## src/sv/ske_pkg.sv

```systemverilog
`timescale 1ns / 1ps
`default_nettype none

package ske_pkg;

    // Field widths
    localparam int VALUE_W   = 64;
    localparam int KEY_W     = 64;
    localparam int CFG_IDX_W = 1;

    // Input tuser layout, lowest bit first: command, is_null
    localparam int IN_USER_W  = 2;
    // Output tdata layout, lowest bit first: marker, key, zero fill to 72 bits
    localparam int OUT_DATA_W = 72;

    // Register indexes of the configuration port
    localparam logic [CFG_IDX_W-1:0] REG_NULLABLE   = 1'd0;
    localparam logic [CFG_IDX_W-1:0] REG_DESCENDING = 1'd1;

    // Value kinds carried in command
    localparam logic CMD_INT    = 1'b0;
    localparam logic CMD_DOUBLE = 1'b1;

    // Encoding constants
    localparam logic [KEY_W-1:0] SIGN_BIT  = 64'h8000_0000_0000_0000;
    localparam logic [15:0]      TOP16_SET = 16'h8000;
    localparam logic [15:0]      EXP_STEP  = 16'd16;

    // Mode bits shared by the register file and the encoder
    typedef struct packed {
        logic nullable;
        logic descending;
    } ske_cfg_t;

endpackage

`default_nettype wire

```

## src/sv/ske_encode.sv

```systemverilog
`timescale 1ns / 1ps
`default_nettype none

module ske_encode (
    input  wire ske_pkg::ske_cfg_t           cfg,
    input  wire logic                        command,
    input  wire logic [ske_pkg::VALUE_W-1:0] value,
    input  wire logic                        is_null,
    output logic                             marker_present,
    output logic                             marker,
    output logic [ske_pkg::KEY_W-1:0]        key
);

    logic [ske_pkg::KEY_W-1:0] dbl_key;
    logic [ske_pkg::KEY_W-1:0] raw_key;
    logic [15:0]               dbl_top;

    // Raise the exponent of a positive double, wrapping in the top 16 bits
    assign dbl_top = (value[63:48] | ske_pkg::TOP16_SET) + ske_pkg::EXP_STEP;

    // Map a double pattern: both zeros to the sign bit, negatives inverted, positives raised
    always_comb
    begin
        if (value[62:0] == 63'd0)
        begin
            dbl_key = ske_pkg::SIGN_BIT;
        end
        else if (value[63])
        begin
            dbl_key = ~value;
        end
        else
        begin
            dbl_key = {dbl_top, value[47:0]};
        end
    end

    // Pick the key by kind, force zero for null
    always_comb
    begin
        if (is_null)
        begin
            raw_key = '0;
            marker  = 1'b0;
        end
        else
        begin
            raw_key = (command == ske_pkg::CMD_DOUBLE) ? dbl_key
                                                       : (value ^ ske_pkg::SIGN_BIT);
            marker  = cfg.nullable;
        end
    end

    // Invert for descending order; the marker is left as is
    assign key            = cfg.descending ? ~raw_key : raw_key;
    assign marker_present = cfg.nullable;

endmodule

`default_nettype wire

```

## src/sv/sort_key_encoder.sv

```systemverilog
// An accepted input beat passes the input register, then the result register, to its result beat.
// Throughput: one beat per cycle while m_axis_tready holds; input register, encoder logic, result register.
// A stalled result holds in the result register while the input register fills.
// Reset (rst_n low, asynchronous) empties both stages and clears nullable and
// descending to 0; the configuration port is always ready.
`timescale 1ns / 1ps
`default_nettype none

module sort_key_encoder (
    input  wire logic                              clk,
    input  wire logic                              rst_n,
    // Input stream
    input  wire logic                              s_axis_tvalid,
    output logic                                   s_axis_tready,
    input  wire logic [ske_pkg::VALUE_W-1:0]       s_axis_tdata,  // value
    input  wire logic [ske_pkg::IN_USER_W-1:0]     s_axis_tuser,  // command, is_null
    // Result stream
    output logic                                   m_axis_tvalid,
    input  wire logic                              m_axis_tready,
    output logic [ske_pkg::OUT_DATA_W-1:0]         m_axis_tdata,  // marker, key, zero fill
    output logic                                   m_axis_tuser,  // marker_present
    // Configuration write channel
    input  wire logic                              cfg_valid,
    output logic                                   cfg_ready,
    input  wire logic [ske_pkg::CFG_IDX_W-1:0]     cfg_index,
    input  wire logic                              cfg_data
);

    ske_pkg::ske_cfg_t cfg_reg;

    logic                          s1_valid_reg;
    logic [ske_pkg::VALUE_W-1:0]   s1_value_reg;
    logic                          s1_command_reg;
    logic                          s1_null_reg;

    logic                          m_valid_reg;
    logic                          m_present_reg;
    logic                          m_marker_reg;
    logic [ske_pkg::KEY_W-1:0]     m_key_reg;

    logic                          out_ready;
    logic                          enc_present;
    logic                          enc_marker;
    logic [ske_pkg::KEY_W-1:0]     enc_key;

    // Take configuration writes at any time
    assign cfg_ready = 1'b1;

    always_ff @(posedge clk or negedge rst_n)
    begin
        if (!rst_n)
        begin
            cfg_reg <= '0;
        end
        else if (cfg_valid && cfg_ready)
        begin
            case (cfg_index)
                ske_pkg::REG_NULLABLE:   cfg_reg.nullable   <= cfg_data;
                ske_pkg::REG_DESCENDING: cfg_reg.descending <= cfg_data;
                default:                 cfg_reg            <= cfg_reg;
            endcase
        end
    end

    // Advance when the result register is empty or being drained
    assign out_ready     = !m_valid_reg || m_axis_tready;
    assign s_axis_tready = !s1_valid_reg || out_ready;

    // Input register
    always_ff @(posedge clk or negedge rst_n)
    begin
        if (!rst_n)
        begin
            s1_valid_reg <= 1'b0;
        end
        else if (s_axis_tready)
        begin
            s1_valid_reg <= s_axis_tvalid;
        end
    end

    always_ff @(posedge clk)
    begin
        if (s_axis_tvalid && s_axis_tready)
        begin
            s1_value_reg   <= s_axis_tdata;
            s1_command_reg <= s_axis_tuser[0];
            s1_null_reg    <= s_axis_tuser[1];
        end
    end

    ske_encode u_encode (
        .cfg            (cfg_reg),
        .command        (s1_command_reg),
        .value          (s1_value_reg),
        .is_null        (s1_null_reg),
        .marker_present (enc_present),
        .marker         (enc_marker),
        .key            (enc_key)
    );

    // Result register
    always_ff @(posedge clk or negedge rst_n)
    begin
        if (!rst_n)
        begin
            m_valid_reg <= 1'b0;
        end
        else if (out_ready)
        begin
            m_valid_reg <= s1_valid_reg;
        end
    end

    always_ff @(posedge clk)
    begin
        if (s1_valid_reg && out_ready)
        begin
            m_present_reg <= enc_present;
            m_marker_reg  <= enc_marker;
            m_key_reg     <= enc_key;
        end
    end

    // Drive the result beat
    assign m_axis_tvalid = m_valid_reg;
    assign m_axis_tuser  = m_present_reg;
    assign m_axis_tdata  = {{(ske_pkg::OUT_DATA_W - ske_pkg::KEY_W - 1){1'b0}},
                            m_key_reg, m_marker_reg};

    // Checks
    a_present_tracks_cfg: assert property (@(posedge clk) disable iff (!rst_n)
        m_valid_reg |-> (m_present_reg == cfg_reg.nullable))
        else $error("marker_present differs from nullable");

    a_no_marker_without_nullable: assert property (@(posedge clk) disable iff (!rst_n)
        (m_valid_reg && !m_present_reg) |-> !m_marker_reg)
        else $error("marker set while no marker is emitted");

    a_stage_moves: assert property (@(posedge clk) disable iff (!rst_n)
        (s1_valid_reg && out_ready) |=> m_valid_reg)
        else $error("beat lost between input and result register");

    a_ready_when_empty: assert property (@(posedge clk) disable iff (!rst_n)
        !s1_valid_reg |-> s_axis_tready)
        else $error("input stalled with an empty input register");

endmodule

`default_nettype wire

```

## config.mk

```make
export PLATFORM = sky130hd
export DESIGN_NAME = sort_key_encoder
export DESIGN_NICKNAME = d
export VERILOG_FILES = /design/src/sv/ske_pkg.sv /design/src/sv/ske_encode.sv /design/src/sv/sort_key_encoder.sv
export SDC_FILE = /design/constraint.sdc
export NUM_CORES = 1
export LEC_CHECK = 0
export ABC_CLOCK_PERIOD_IN_PS = 7900
export BUFFER_PORTS_ARGS = -buffer_cell sky130_fd_sc_hd__buf_2
export CAP_MARGIN = 20
export CORE_UTILIZATION = 40
export DETAILED_ROUTE_END_ITERATION = 8
export HOLD_SLACK_MARGIN = 0.05
export PLACE_DENSITY = 0.73
export SLEW_MARGIN = 30
export SYNTH_ARGS = -nofsm -noshare
export SYNTH_HDL_FRONTEND = slang
export SYNTH_SLANG_ARGS = --single-unit
```

## constraint.sdc

```tcl
create_clock -name clk -period 7.9 [get_ports clk]
set_clock_uncertainty 0.1 [all_clocks]
set_input_delay 0 -clock clk [delete_from_list [all_inputs] [get_ports clk]]
set_output_delay 0 -clock clk [all_outputs]
set_load 0.02 [all_outputs]
```

After elaboration in Yosys (flattened, before gate mapping)

Index checks and enable logic that the tools add are counted.

Flip-flop bits (word level): 136
Bits of input ports: 73
Output and inout bits: 76

Add/subtract/negate cells: 1
Multiplexer cells: 5
Bitwise operators: 4
Reduce and logical (&&, ||, !) cells: 9

Operators by type and width:

| cell                  | number |
|---|---|
| $mux 64               | 5 |
| $not 64->64           | 2 |
| $logic_not 63->1      | 1 |
| $add 16x5->16 const B | 1 |
| $reduce_and 2->1      | 2 |
| $logic_and 1x1->1     | 2 |
| $logic_not 1->1       | 2 |
| $logic_or 1x1->1      | 2 |
| $not 1->1             | 2 |

Logic depth before layout (Yosys ltp)

Gate-level depths: netlist of run 1.

Word-level depth: 7
Gate-level depth with buffers: 8
Mapped depth without buffers: 7

Modules after synthesis

Synthesis of run 1 repeated with hierarchy kept, for this count alone.

Cell total of the unflattened synthesis: 456
Area total of the unflattened synthesis: 6653.9 um^2

By module, submodules not included:

| module           | times used | cells each | area each (um^2) | seq. area each (um^2) |
|---|---|---|---|---|
| sort_key_encoder | 1          | 157        | 4220.3           | 4063.9 |
| ske_encode       | 1          | 299        | 2433.6           | 0.0 |

Worst setup path before layout of run 1

No wires, ideal clock.

Path type: reg2reg
Start point: reg m_valid_reg, in the netlist m_axis_tvalid
End point: reg s1_command_reg, enable pin
Setup time: 431 ps
Arrival: 2334 ps
Required time: 7369 ps
Path slack: 5035 ps
Stages on the path, launching flop included: 3
Period minus slack after synthesis: 2865 ps
Cells stage by stage: dfrtp_1 > nand3b_1 > and2_1

Word-level cells in the longest chain between the ends: 4

RTL lines:

| what                     | RTL line                | text |
|---|---|---|
| start: declaration       | sort_key_encoder.sv:36  | `logic m_valid_reg;` |
| start signal: assignment | sort_key_encoder.sv:111 | `m_valid_reg <= s1_valid_reg;` |
| $logic_not 1->1          | sort_key_encoder.sv:66  | `assign out_ready = !m_valid_reg \|\| m_axis_tready;` |
| $logic_or 1x1->1         | sort_key_encoder.sv:66  |  |
| $logic_or 1x1->1         | sort_key_encoder.sv:67  | `assign s_axis_tready = !s1_valid_reg \|\| out_ready;` |
| named net s_axis_tready  | sort_key_encoder.sv:14  | `output logic s_axis_tready,` |
| $logic_and 1x1->1        | sort_key_encoder.sv:84  | `if (s_axis_tvalid && s_axis_tready)` |
| end signal: assignment   | sort_key_encoder.sv:87  | `s1_command_reg <= s_axis_tuser[0];` |
| end: declaration         | sort_key_encoder.sv:33  | `logic s1_command_reg;` |

The timed path passes the listed nets, and every way through them passes these cells.
A chain may end at the register's enable or synchronous reset.

Worst setup path in the final report of run 1

Start point: reg s1_command_reg
End point: reg m_key_reg[60] (netlist name) (data pin)

Word-level cells in the longest chain between the ends: 4

RTL lines:

| what                       | RTL line                | text |
|---|---|---|
| $mux 64 (*)                | ske_encode.sv:48        | `raw_key = (command == ske_pkg::CMD_DOUBLE) ? dbl_key` |
| $mux 64 (*)                | ske_encode.sv:41        | `if (is_null)` |
| $not 64->64                | ske_encode.sv:55        | `assign key = cfg.descending ? ~raw_key : raw_key;` |
| $mux 64 (*)                | ske_encode.sv:55        |  |
| named net enc_key, one bit | sort_key_encoder.sv:44  | `logic [ske_pkg::KEY_W-1:0] enc_key;` |
| end signal: assignment     | sort_key_encoder.sv:121 | `m_key_reg <= enc_key;` |
| end: declaration           | sort_key_encoder.sv:39  | `logic [ske_pkg::KEY_W-1:0] m_key_reg;` |

Mark *: on every way through the listed nets, which the timed path passes. The rest lies on a longest branch.

==> impl_metrics.toml, run 1 <==
[critical_path]
cp.arrival_ns = 3.29
required_ns = 7.95
crit_type = "register to register"
crit_chain = "buf_4 > nand2_4 > o21a_1 > or3_1 > a221oi_1 > xor2_1"
cp-end-kind = "register"
crit_fanout = 74
worst_path_max_delay_cell = "buf_4"
reg2reg_slack_ns = 4.66
crit_path_max_incr_delay_ns = 0.74
critPathLaunchType = "register"

[synth]
synth_area_per_cell_sq_um = 14.6
synth-simple-area-share_pct = 6.27
ys_types = 41
synth_xor_xnor_area_share_pct = 15.9
yosys_warnings = 0
synth_compound_area_share_pct = 11.6
syn-instance-count = 457
muxShareOfSynthArea_pct = 0.506
yosysSeqAreaShare_pct = 60.8
synth_fa_ha_area_share_pct = 0.375
synth_top_family_by_area = "XOR/XNOR gates"
synth_area_sq_um = 6680
synth-seq-cells = 136

[global_routing]
track_usage_pct = 17.6
grt_pass1_vias = 4470
antenna_found_initial = 0
globalRouteOverflowTotal = 0
grt_max_degree = 75
grt_pass1_wl_microns = 23400

[power_and_ir_drop]
clkPwrFrac_pct = 37.2
p_comb_share_pct = 16.9
p_int_mw = 1.53
ir_drop_mv = 0.160
p_per_area_nw_per_um2 = 235
p_sw_mw = 0.536
switching_share_pct = 25.9
seqPwrFrac_pct = 45.9
p_leak_nw = 3.31

[routing]
firstDrtPassIters = 5
postRouteWirelength_microns = 14600
ant_nets = 0
wl_per_cell_microns = 16.4
viasPerCell = 4.99
via_count = 4429
dr.first_iter.drc_count = 364
drc = 0

[min_path]
hp-class = "primary input to register"

[clocking]
clkSinkCount = 136
cts_inserted_buffers = 17
clock-root-buffer = "clkbuf_16"
cts_resized = 0
tritoncts = "done"
clk_path_buf_depth = 2
clk_pin_slew_worst_paths_ns = 0.06
clk-insertion-delay-late_ns = 0.42
ctsHtreeMaxLevel = 4

[cells_and_area]
layout_commonest_cell = "buf_2"
nets = 733
final_cell_mix = "140 x buf_2, 132 x edfxtp_1, 117 x xor2_1, 75 x dlygate4sd3_1, 40 x a211oi_2"
drive_gt1_share_pct = 32.8
n_antenna_cell = 0
synthToLayoutAreaGrowth_pct = 31.5

[die]
die_h_microns = 131
core_sq_um = 16100
io_pins = 149
die_x_microns = 131
core.rowCount = 46
start_util_pct = 41.5
dieArea_sq_um = 17200

[placement]
place_hpwl_microns = 9180
place_congestion = 0.788
portBuffers = 140

[sta]
finalCritPeriodShare_pct = 41.0
tightestPinTransition_ns = 0.990
fmax_mhz = 309
slew_headroom_pct = 34.0
setup_viol = 0
rsz0062_at_grt = "false"
period_needed_ns = 3.24
hold_ws_ns = 0.183
hold_viol_final = 0
slew_violations = 0
setup_tns_ns = 0

[job]
max_cap_viol_count = 0

[run_status]
status = "completed"
## power by group through the flow
stage	logic, mW	registers (mW)	clock network (mW)
final	0.348	0.949	0.770
after floorplan	0.176	1.01	0
after CTS	0.337	0.960	0.785
after global placement	0.298	0.972	0
after detailed placement	0.307	0.974	0
after global routing	0.377	0.958	0.819
## cells by family after synthesis
logic type / count (synthesis)
AOI/OAI and AO/OA: 78
xor gates and xnor gates: 121
adders and majority gates: 2
buffers and inverters: 49
DFF: 136
muxes: 3
other: 2
and+or+nand+nor: 66
## routing by layer
metal	share of wire, %	up-vias	GRT usage, %	routed length (microns)
li1	-	2111	-	-
met1	43	2121	22.0	6250
met2	49	173	29.0	7150
met3	6.4	24	5.29	931
met4	1.6	0	6.14	228
met5	0	-	0	0
## cells in the mapped netlist (all sizes together)
cell type	n	area, sq um
a211oi	60	651
a21oi	2	10.0
a221oi	2	17.5
a311oi	1	8.76
a31oi	3	18.8
a32oi	1	8.76
a41oi	1	8.76
and2	2	12.5
and3	1	6.26
and4	2	17.5
buf	31	229
clkbuf	14	52.6
conb	2	7.51
dfrtp	4	100
edfxtp	132	3960
ha	2	25.0
inv	4	15.0
mux2	3	33.8
nand2	6	22.5
nand2b	4	25.0
nand3	1	5.00
nand3b	2	15.0
nand4	11	68.8
nor2	7	26.3
nor2b	3	18.8
nor4	22	165
nor4b	1	8.76
o21a	1	7.51
o21ai	4	20.0
o221ai	2	17.5
o31ai	1	7.51
or3	2	12.5
or4	2	15.0
xnor2	4	35.0
xor2	117	1020
## repair_timing
item                                   in CTS  in global routing
hold buffers                               75                  0
buffers inserted                            0                  0
endpoints found under the hold margin      74                  0
## layout make-up
class / instances / area, sq um
clock inverters: 11 / 130
flip-flops and latches: 136 / 4070
fillers: 1344 / 7330
well taps: 216 / 270
multi-input cells: 278 / 2350
repair buffers: 221 / 1510
clock buffers: 21 / 440
inverters: 4 / 15.0
## worst max-delay path, delay by kind of cell (launching register included)
family | cells | cell delay [ns]
flops | 1 | 0.32
buf+inv | 1 | 0.74
xor+xnor | 1 | 0.12
simple gates | 2 | 0.99
compound gates | 2 | 0.69
## worst paths after layout
check	startpoint	to	depth (start not counted)
max	s1_command_reg	m_key_reg[60]	6
max reg2reg	s1_command_reg	m_key_reg[60]	6
min reg2reg	cfg_reg[1]	m_axis_tuser	0
min	s_axis_tdata[12]	s1_value_reg[12]	2
max in group asynchronous	rst_n	cfg_reg[0]	3
min in group asynchronous	rst_n	cfg_reg[1]	3
## through the flow
step | utilization [%] | setup WS [ns] | power, mW | std cells | cell area (sq um)
2_1_floorplan | - | 5.04 | 1.18 | 463 | 6700
3_3_place_gp | 46.2 | 4.72 | 1.27 | 779 | 7450
3_5_place_dp | 46.2 | 4.62 | 1.28 | 779 | 7450
4_1_cts | 54.4 | 4.61 | 2.08 | 886 | 8770
5_1_grt | 54.5 | 4.47 | 2.15 | 887 | 8790
6_report | 54.5 | 4.66 | 2.07 | 887 | 8790
Note: power is estimated with default switching activity, not from simulation.
==> run 2: changes to the inputs <==
--- a/config.mk
+++ b/config.mk
@@ -5,13 +5,14 @@
 export SDC_FILE = /design/constraint.sdc
 export NUM_CORES = 1
 export LEC_CHECK = 0
-export ABC_CLOCK_PERIOD_IN_PS = 7900
+export ABC_AREA = 1
+export ABC_CLOCK_PERIOD_IN_PS = 2900
 export BUFFER_PORTS_ARGS = -buffer_cell sky130_fd_sc_hd__buf_2
 export CAP_MARGIN = 20
 export CORE_UTILIZATION = 40
 export DETAILED_ROUTE_END_ITERATION = 8
 export HOLD_SLACK_MARGIN = 0.05
-export PLACE_DENSITY = 0.73
+export PLACE_DENSITY = 0.75
 export SLEW_MARGIN = 30
 export SYNTH_ARGS = -nofsm -noshare
 export SYNTH_HDL_FRONTEND = slang
==> constraint.sdc (replaced) <==
create_clock -name clk -period 2.9 [get_ports clk]
set_clock_uncertainty 0.1 [all_clocks]
set_input_delay 0 -clock clk [delete_from_list [all_inputs] [get_ports clk]]
set_output_delay 0 -clock clk [all_outputs]
set_load 0.02 [all_outputs]
==> impl_metrics.toml, run 2 <==
[global_routing]
track_usage_pct = 17.5
globalRouteOverflowTotal = 0
grt_pass1_wl_microns = 23500
grt_pass1_vias = 4736
antenna_found_initial = 1
grt_max_degree = 67

[synth]
synth.area.top_cells = "edfxtp_1 58%, nand2_1 10%, xor2_1 7.3%, nand4_1 5.7%, nand3_1 4.9%"
synth_area_sq_um = 6870
ys.flop_type = "edfxtp_1"
yosysTopAreaCell = "edfxtp_1"
synth_area_per_cell_sq_um = 9.81
synth_top_area_share_pct = 57.7
yosysSeqAreaShare_pct = 59.2
synth_edf_count = 132
syn-instance-count = 700
async_reset_ff_share_pct = 2.94
yosys_warnings = 0
synth_top_family_by_area = "simple AND/OR/NAND/NOR gates"
yosys-top-cells-count = "185 x nand2_1, 132 x edfxtp_1, 71 x inv_1"
synth_compound_area_share_pct = 0.874
synth_most_common_cell = "nand2_1"
ys_types = 23
synth-seq-cells = 136
synth_fa_ha_area_share_pct = 0.364
synth_xor_xnor_area_share_pct = 7.65
synth-simple-area-share_pct = 23.4
muxShareOfSynthArea_pct = 0

[routing]
drc = 0
postRouteWirelength_microns = 15100
via_count = 5306
viasPerCell = 4.69
wl_per_cell_microns = 13.4
firstDrtPassIters = 5
dr.first_iter.drc_count = 340
ant_nets = 0

[die]
dieArea_sq_um = 17700
die_x_microns = 133
start_util_pct = 41.1
core.rowCount = 47
io_pins = 149
core_sq_um = 16700
die_h_microns = 133

[critical_path]
critPathLaunchType = "register"
reg2reg_slack_ns = 0.33
crit_path_max_incr_delay_ns = 0.42
crit_chain = "nor2_1 > nand2_1 > nor2_1 > nand2_1 > nor2_1 > nand3_4 > buf_4 > nand4_1 > nand2_1"
crit_type = "register to register"
worst_path_max_delay_cell = "edfxtp_1"
cp-end-kind = "register"
r2r_cells = 9
crit_buf_inv = 1
required_ns = 2.96
reg2reg_to = "m_key_reg[24]"
crit_fanout = 50
rr_startpoint = "s1_value_reg[25]"
cp.arrival_ns = 2.63
critPathTopFamily = "simple AND/OR/NAND/NOR gates"

[placement]
portBuffers = 140
dp_slack_ns = 0.338
place_hpwl_microns = 9850
placed_area_sq_um = 7720
place_congestion = 0.794

[clocking]
tritoncts = "done"
clkSinkCount = 136
clock-root-buffer = "clkbuf_16"
clk_pin_slew_worst_paths_ns = 0.06
cts_inserted_buffers = 17
clk_path_buf_depth = 2
ctsHtreeMaxLevel = 4
clk-insertion-delay-late_ns = 0.41

[sta]
setup_tns_ns = 0
hold_viol_final = 0
rsz0062_at_grt = "false"
fmax_mhz = 389
fin_ws_ns = 0.329
slew_violations = 0
tightestPinTransition_ns = 0.679
setup_viol = 0
period_needed_ns = 2.57
finalCritPeriodShare_pct = 88.7
slew_headroom_pct = 54.7

[min_path]
hold-path-endpoint = "s1_value_reg[1]"
whs_path_depth = 2
worstHoldStart = "s_axis_tdata[1]"
hp-class = "primary input to register"

[cells_and_area]
num-fill-cells = 1461
layout_commonest_cell = "nand2_1"
drive_gt1_share_pct = 20.2
final_cell_mix = "184 x nand2_1, 140 x buf_2, 132 x edfxtp_1, 76 x dlygate4sd3_1, 69 x inv_1"
nets = 972
final_cell_area_sq_um = 9060
synthToLayoutAreaGrowth_pct = 31.9

[job]
max_cap_viol_count = 0

[power_and_ir_drop]
p_leak_nw = 4.03
ir_drop_mv = 0.394
p_per_area_nw_per_um2 = 632

[run_status]
status = "completed"
==> run 2: cell count changes after synthesis, sizes merged, moves of 3 or more <==
cell    previous run  this run
nand2b             4         0
a211oi            60         1
nor2               7        45
nand2              6       185
nand3              1        68
inv                4        72
mux2               3         0
nand4             11        63
nor4              22         0
xor2             117        57
nor2b              3         0
clkbuf            14        24
==> run 2: kinds of logic (layout without fill, tap and decap cells) <==
kind of cell,Yosys count,in the layout
simple gates,361,361
flops,136,136
buf+inv,128,332
xor+xnor,60,60
compound gates,11,11
fa+ha+maj,2,2
other cells,2,9
==> run 2: layout make-up <==
cell class                 count  area, sq um  share of cell area [%]
antenna                        1         2.50                  0.0276
clock buffer                  21          440                    4.86
clock inverter                11          130                    1.44
inverter                      72          272                    3.00
multi-input combinational    442         2270                    25.1
sequential                   136         4070                    44.9
tap                          220          275                    3.04
timing repair buffer         228         1600                    17.7
==> run 2: worst register-to-register path, delay by kind of cell (launching register included) <==
kind                   cells  cell delay (ns)
DFF                        1             0.42
and+or+nand+nor            8             1.38
buffers and inverters      1             0.41
==> run 2: power by group <==
part	total [mW]	leakage, nW	internal [mW]	switching [mW]
clock	2.09	0.271	1.33	0.760
sequential	2.56	1.31	2.44	0.114
combinational	1.08	2.45	0.402	0.674
==> run 2: worst max-delay path by stage <==
| stage | start | endpoint | slack, ns | cells after the start |
|---|---|---|---|---|
| global route | s1_value_reg[25] | m_key_reg[26] | 0.15 | 9 |
| detailed placement | s1_value_reg[23] | m_key_reg[24] | 0.34 | 9 |
| global placement | s1_value_reg[23] | m_key_reg[29] | 0.43 | 9 |
| finish | s1_value_reg[25] | m_key_reg[24] | 0.33 | 9 |
| CTS | s1_value_reg[23] | m_key_reg[24] | 0.33 | 9 |
| floorplan | m_axis_tvalid | m_axis_tuser | 0.04 | 1 |
==> run 2: layer usage <==
layer / part of all wire, % / vias up / routed length, microns / GRT usage [%]
li1: - / 2728 / - / -
met1: 43 / 2400 / 6530 / 21.0
met2: 50 / 145 / 7500 / 29.3
met3: 3.9 / 33 / 586 / 3.79
met4: 3.2 / 0 / 487 / 9.32
met5: 0 / - / 0 / 0
==> run 2: what timing repair did <==
item	in CTS	in global routing
buffers inserted	0	0
hold buffers	76	0
hold endpoints to repair	74	0
gates resized for setup	0	0
setup endpoints to repair	0	0
==> run 2: through the flow <==
| step | utilization [%] | instances | total power [mW] | hold WS, ns |
|---|---|---|---|---|
| final | 54.2 | 1131 | 5.73 | 0.189 |
| after global routing | 54.2 | 1131 | 6.00 | 0.178 |
| after floorplan | - | 706 | 3.27 | -0.396 |
| after global placement | 46.3 | 1022 | 3.56 | -0.295 |
| after CTS | 54.2 | 1130 | 5.78 | 0.164 |
| after detailed placement | 46.3 | 1022 | 3.59 | -0.294 |
==> run 3: changes to the inputs <==
--- a/config.mk
+++ b/config.mk
@@ -16,4 +16,5 @@
 export SLEW_MARGIN = 30
 export SYNTH_ARGS = -nofsm -noshare
 export SYNTH_HDL_FRONTEND = slang
+export SYNTH_HIERARCHICAL = 1
 export SYNTH_SLANG_ARGS = --single-unit
==> impl_metrics.toml, run 3 <==
[power_and_ir_drop]
ir_drop_mv = 0.409
p_leak_nw = 4.02
p_per_area_nw_per_um2 = 597

[min_path]
hp-class = "primary input to register"

[critical_path]
cp.arrival_ns = 2.51
crit_path_max_incr_delay_ns = 0.44
reg2reg_slack_ns = 0.46
setup.worst_path.end = "m_key_reg[32]"
required_ns = 2.97
rr_startpoint = "s1_value_reg[52]"
crit_buf_inv = 3
crit_chain = "inv_1 > ha_1 > inv_1 > nor2_1 > nand2_1 > nor2_1 > nand2_1 > nor2_1 > nand3_4 > buf_4 > nand4_1 > nand2_1"
crit_type = "register to register"
worst_path_max_delay_cell = "edfxtp_1"
reg2reg_to = "m_key_reg[32]"
critPathLaunchType = "register"
cp-startpoint = "s1_value_reg[52]"
crit_fanout = 66
cp-end-kind = "register"
critPathTopFamily = "simple AND/OR/NAND/NOR gates"
cp.depth = 12
r2r_cells = 12

[synth]
yosys-top-cells-count = "191 x nand2_1, 132 x edfxtp_1, 68 x inv_1, 68 x nand3_1, 63 x nand4_1"
yosysTopAreaCell = "edfxtp_1"
synth_edf_count = 132
syn-instance-count = 703
ys_types = 21
yosysSeqAreaShare_pct = 59.0
synth.area.top_cells = "edfxtp_1 58%, nand2_1 10%, xor2_1 7.0%, nand4_1 5.7%, nand3_1 4.9%"
yosys_warnings = 6
synth_area_per_cell_sq_um = 9.80
synth_most_common_cell = "nand2_1"
ys.flop_type = "edfxtp_1"
synth-seq-cells = 136
async_reset_ff_share_pct = 2.94
synth_top_area_share_pct = 57.5
synth_area_sq_um = 6890

[cells_and_area]
drive_gt1_share_pct = 20.0
final_cell_mix = "190 x nand2_1, 140 x buf_2, 132 x edfxtp_1, 77 x dlygate4sd3_1, 68 x nand3_1"
n_antenna_cell = 0
stdcell_count = 1127
synthToLayoutAreaGrowth_pct = 30.4
layout_commonest_cell = "nand2_1"
nets = 973

[clocking]
clk_pin_slew_worst_paths_ns = 0.05
clock-root-buffer = "clkbuf_16"
ctsHtreeMaxLevel = 4
clk_path_buf_depth = 2
clkSinkCount = 136
cts_inserted_buffers = 17
clk-insertion-delay-late_ns = 0.43
tritoncts = "done"

[routing]
wl_per_cell_microns = 14.1
dr.first_iter.drc_count = 459
firstDrtPassIters = 5
ant_nets = 0
drc = 0
postRouteWirelength_microns = 15900
viasPerCell = 4.75
via_count = 5355

[sta]
slew_violations = 0
setup_tns_ns = 0
tightestPinTransition_ns = 0.689
period_needed_ns = 2.44
fmax_mhz = 409
setup_viol = 0
slew_headroom_pct = 54.1
hold_ws_ns = 0.177
finalCritPeriodShare_pct = 84.2
rsz0062_at_grt = "false"
hold_viol_final = 0

[die]
io_pins = 149
core.rowCount = 47
dieArea_sq_um = 17700
core_sq_um = 16700
die_h_microns = 133
die_x_microns = 133
start_util_pct = 41.2

[global_routing]
grt_max_degree = 67
track_usage_pct = 18.7
grt_pass1_vias = 4998
antenna_found_initial = 0
grt_pass1_wl_microns = 25100
globalRouteOverflowTotal = 0

[job]
max_cap_viol_count = 0

[placement]
place_congestion = 0.841
place_inst = 1022
portBuffers = 140
place_hpwl_microns = 10100

[run_status]
status = "completed"
==> run 3: logic make-up (layout without fill, tap and decap cells) <==
| kind of cell | Yosys count | count (layout) | synth area share, % |
|---|---|---|---|
| flip-flops | 136 | 136 | 59.0 |
| AO/OA/AOI/OAI | 7 | 7 | 0.545 |
| adder cells (fa/ha/maj) | 2 | 2 | 0.363 |
| AND/OR/NAND/NOR | 369 | 369 | 23.8 |
| buffers and inverters | 127 | 325 | 8.54 |
| XOR/XNOR | 60 | 60 | 7.63 |
| other | 2 | 8 | 0.109 |
==> run 3: through the flow <==
stage          util (%)  worst slack, ns  power (mW)  cell area (sq um)
2_1_floorplan         -           0.0276        3.16               6910
3_3_place_gp       46.2            0.585        3.41               7710
3_5_place_dp       46.2            0.511        3.44               7710
4_1_cts            53.8            0.478        5.38               8980
5_1_grt            53.8            0.295        5.60               8980
6_report           53.8            0.457        5.36               8980
==> run 3: worst min path at each step <==
stage,cells past startpoint,start,endpoint,slack [ns]
global route,2,s_axis_tdata[31],s1_value_reg[31],0.17
floorplan,0,rst_n,cfg_reg[0],-0.40
global placement,1,rst_n,s1_valid_reg,-0.29
CTS,2,s_axis_tdata[35],s1_value_reg[35],0.17
detailed placement,1,rst_n,s1_valid_reg,-0.29
finish,2,s_axis_tdata[44],s1_value_reg[44],0.18
==> run 3: area by class of cell <==
class                           count  area (sq um)
Clock inverter                      7          57.6
Multi-Input combinational cell    446          2280
Inverter                           70           264
Sequential cell                   136          4070
Clock buffer                       21           440
Timing Repair Buffer              227          1600
Fill cell                        1436          7720
Tap cell                          220           275
==> run 3: per-layer routing <==
layer,vias up,track usage [%],wire (microns)
met2,174,32.5,8240
li1,2715,-,-
met5,-,0,0
met4,0,9.60,491
met3,31,4.38,784
met1,2435,21.5,6420
==> run 3: timing repair <==
item / in CTS / in global routing
resized for setup: 0 / 0
buffers inserted: 0 / 0
endpoints found under the hold margin: 74 / 0
hold buffers: 77 / 0
==> run 3: worst register-to-register path: cells and delay by family, from the launching register on <==
family / cells / cell delay, ns
simple gates: 8 / 0.97
buf+inv: 3 / 0.52
flops: 1 / 0.44
fa+ha+maj: 1 / 0.15
==> run 3: power by group <==
| part | total [mW] | switching [mW] | internal [mW] |
|---|---|---|---|
| Sequential | 2.49 | 0.0852 | 2.41 |
| Combinational | 1.00 | 0.629 | 0.373 |
| Clock | 1.87 | 0.727 | 1.14 |
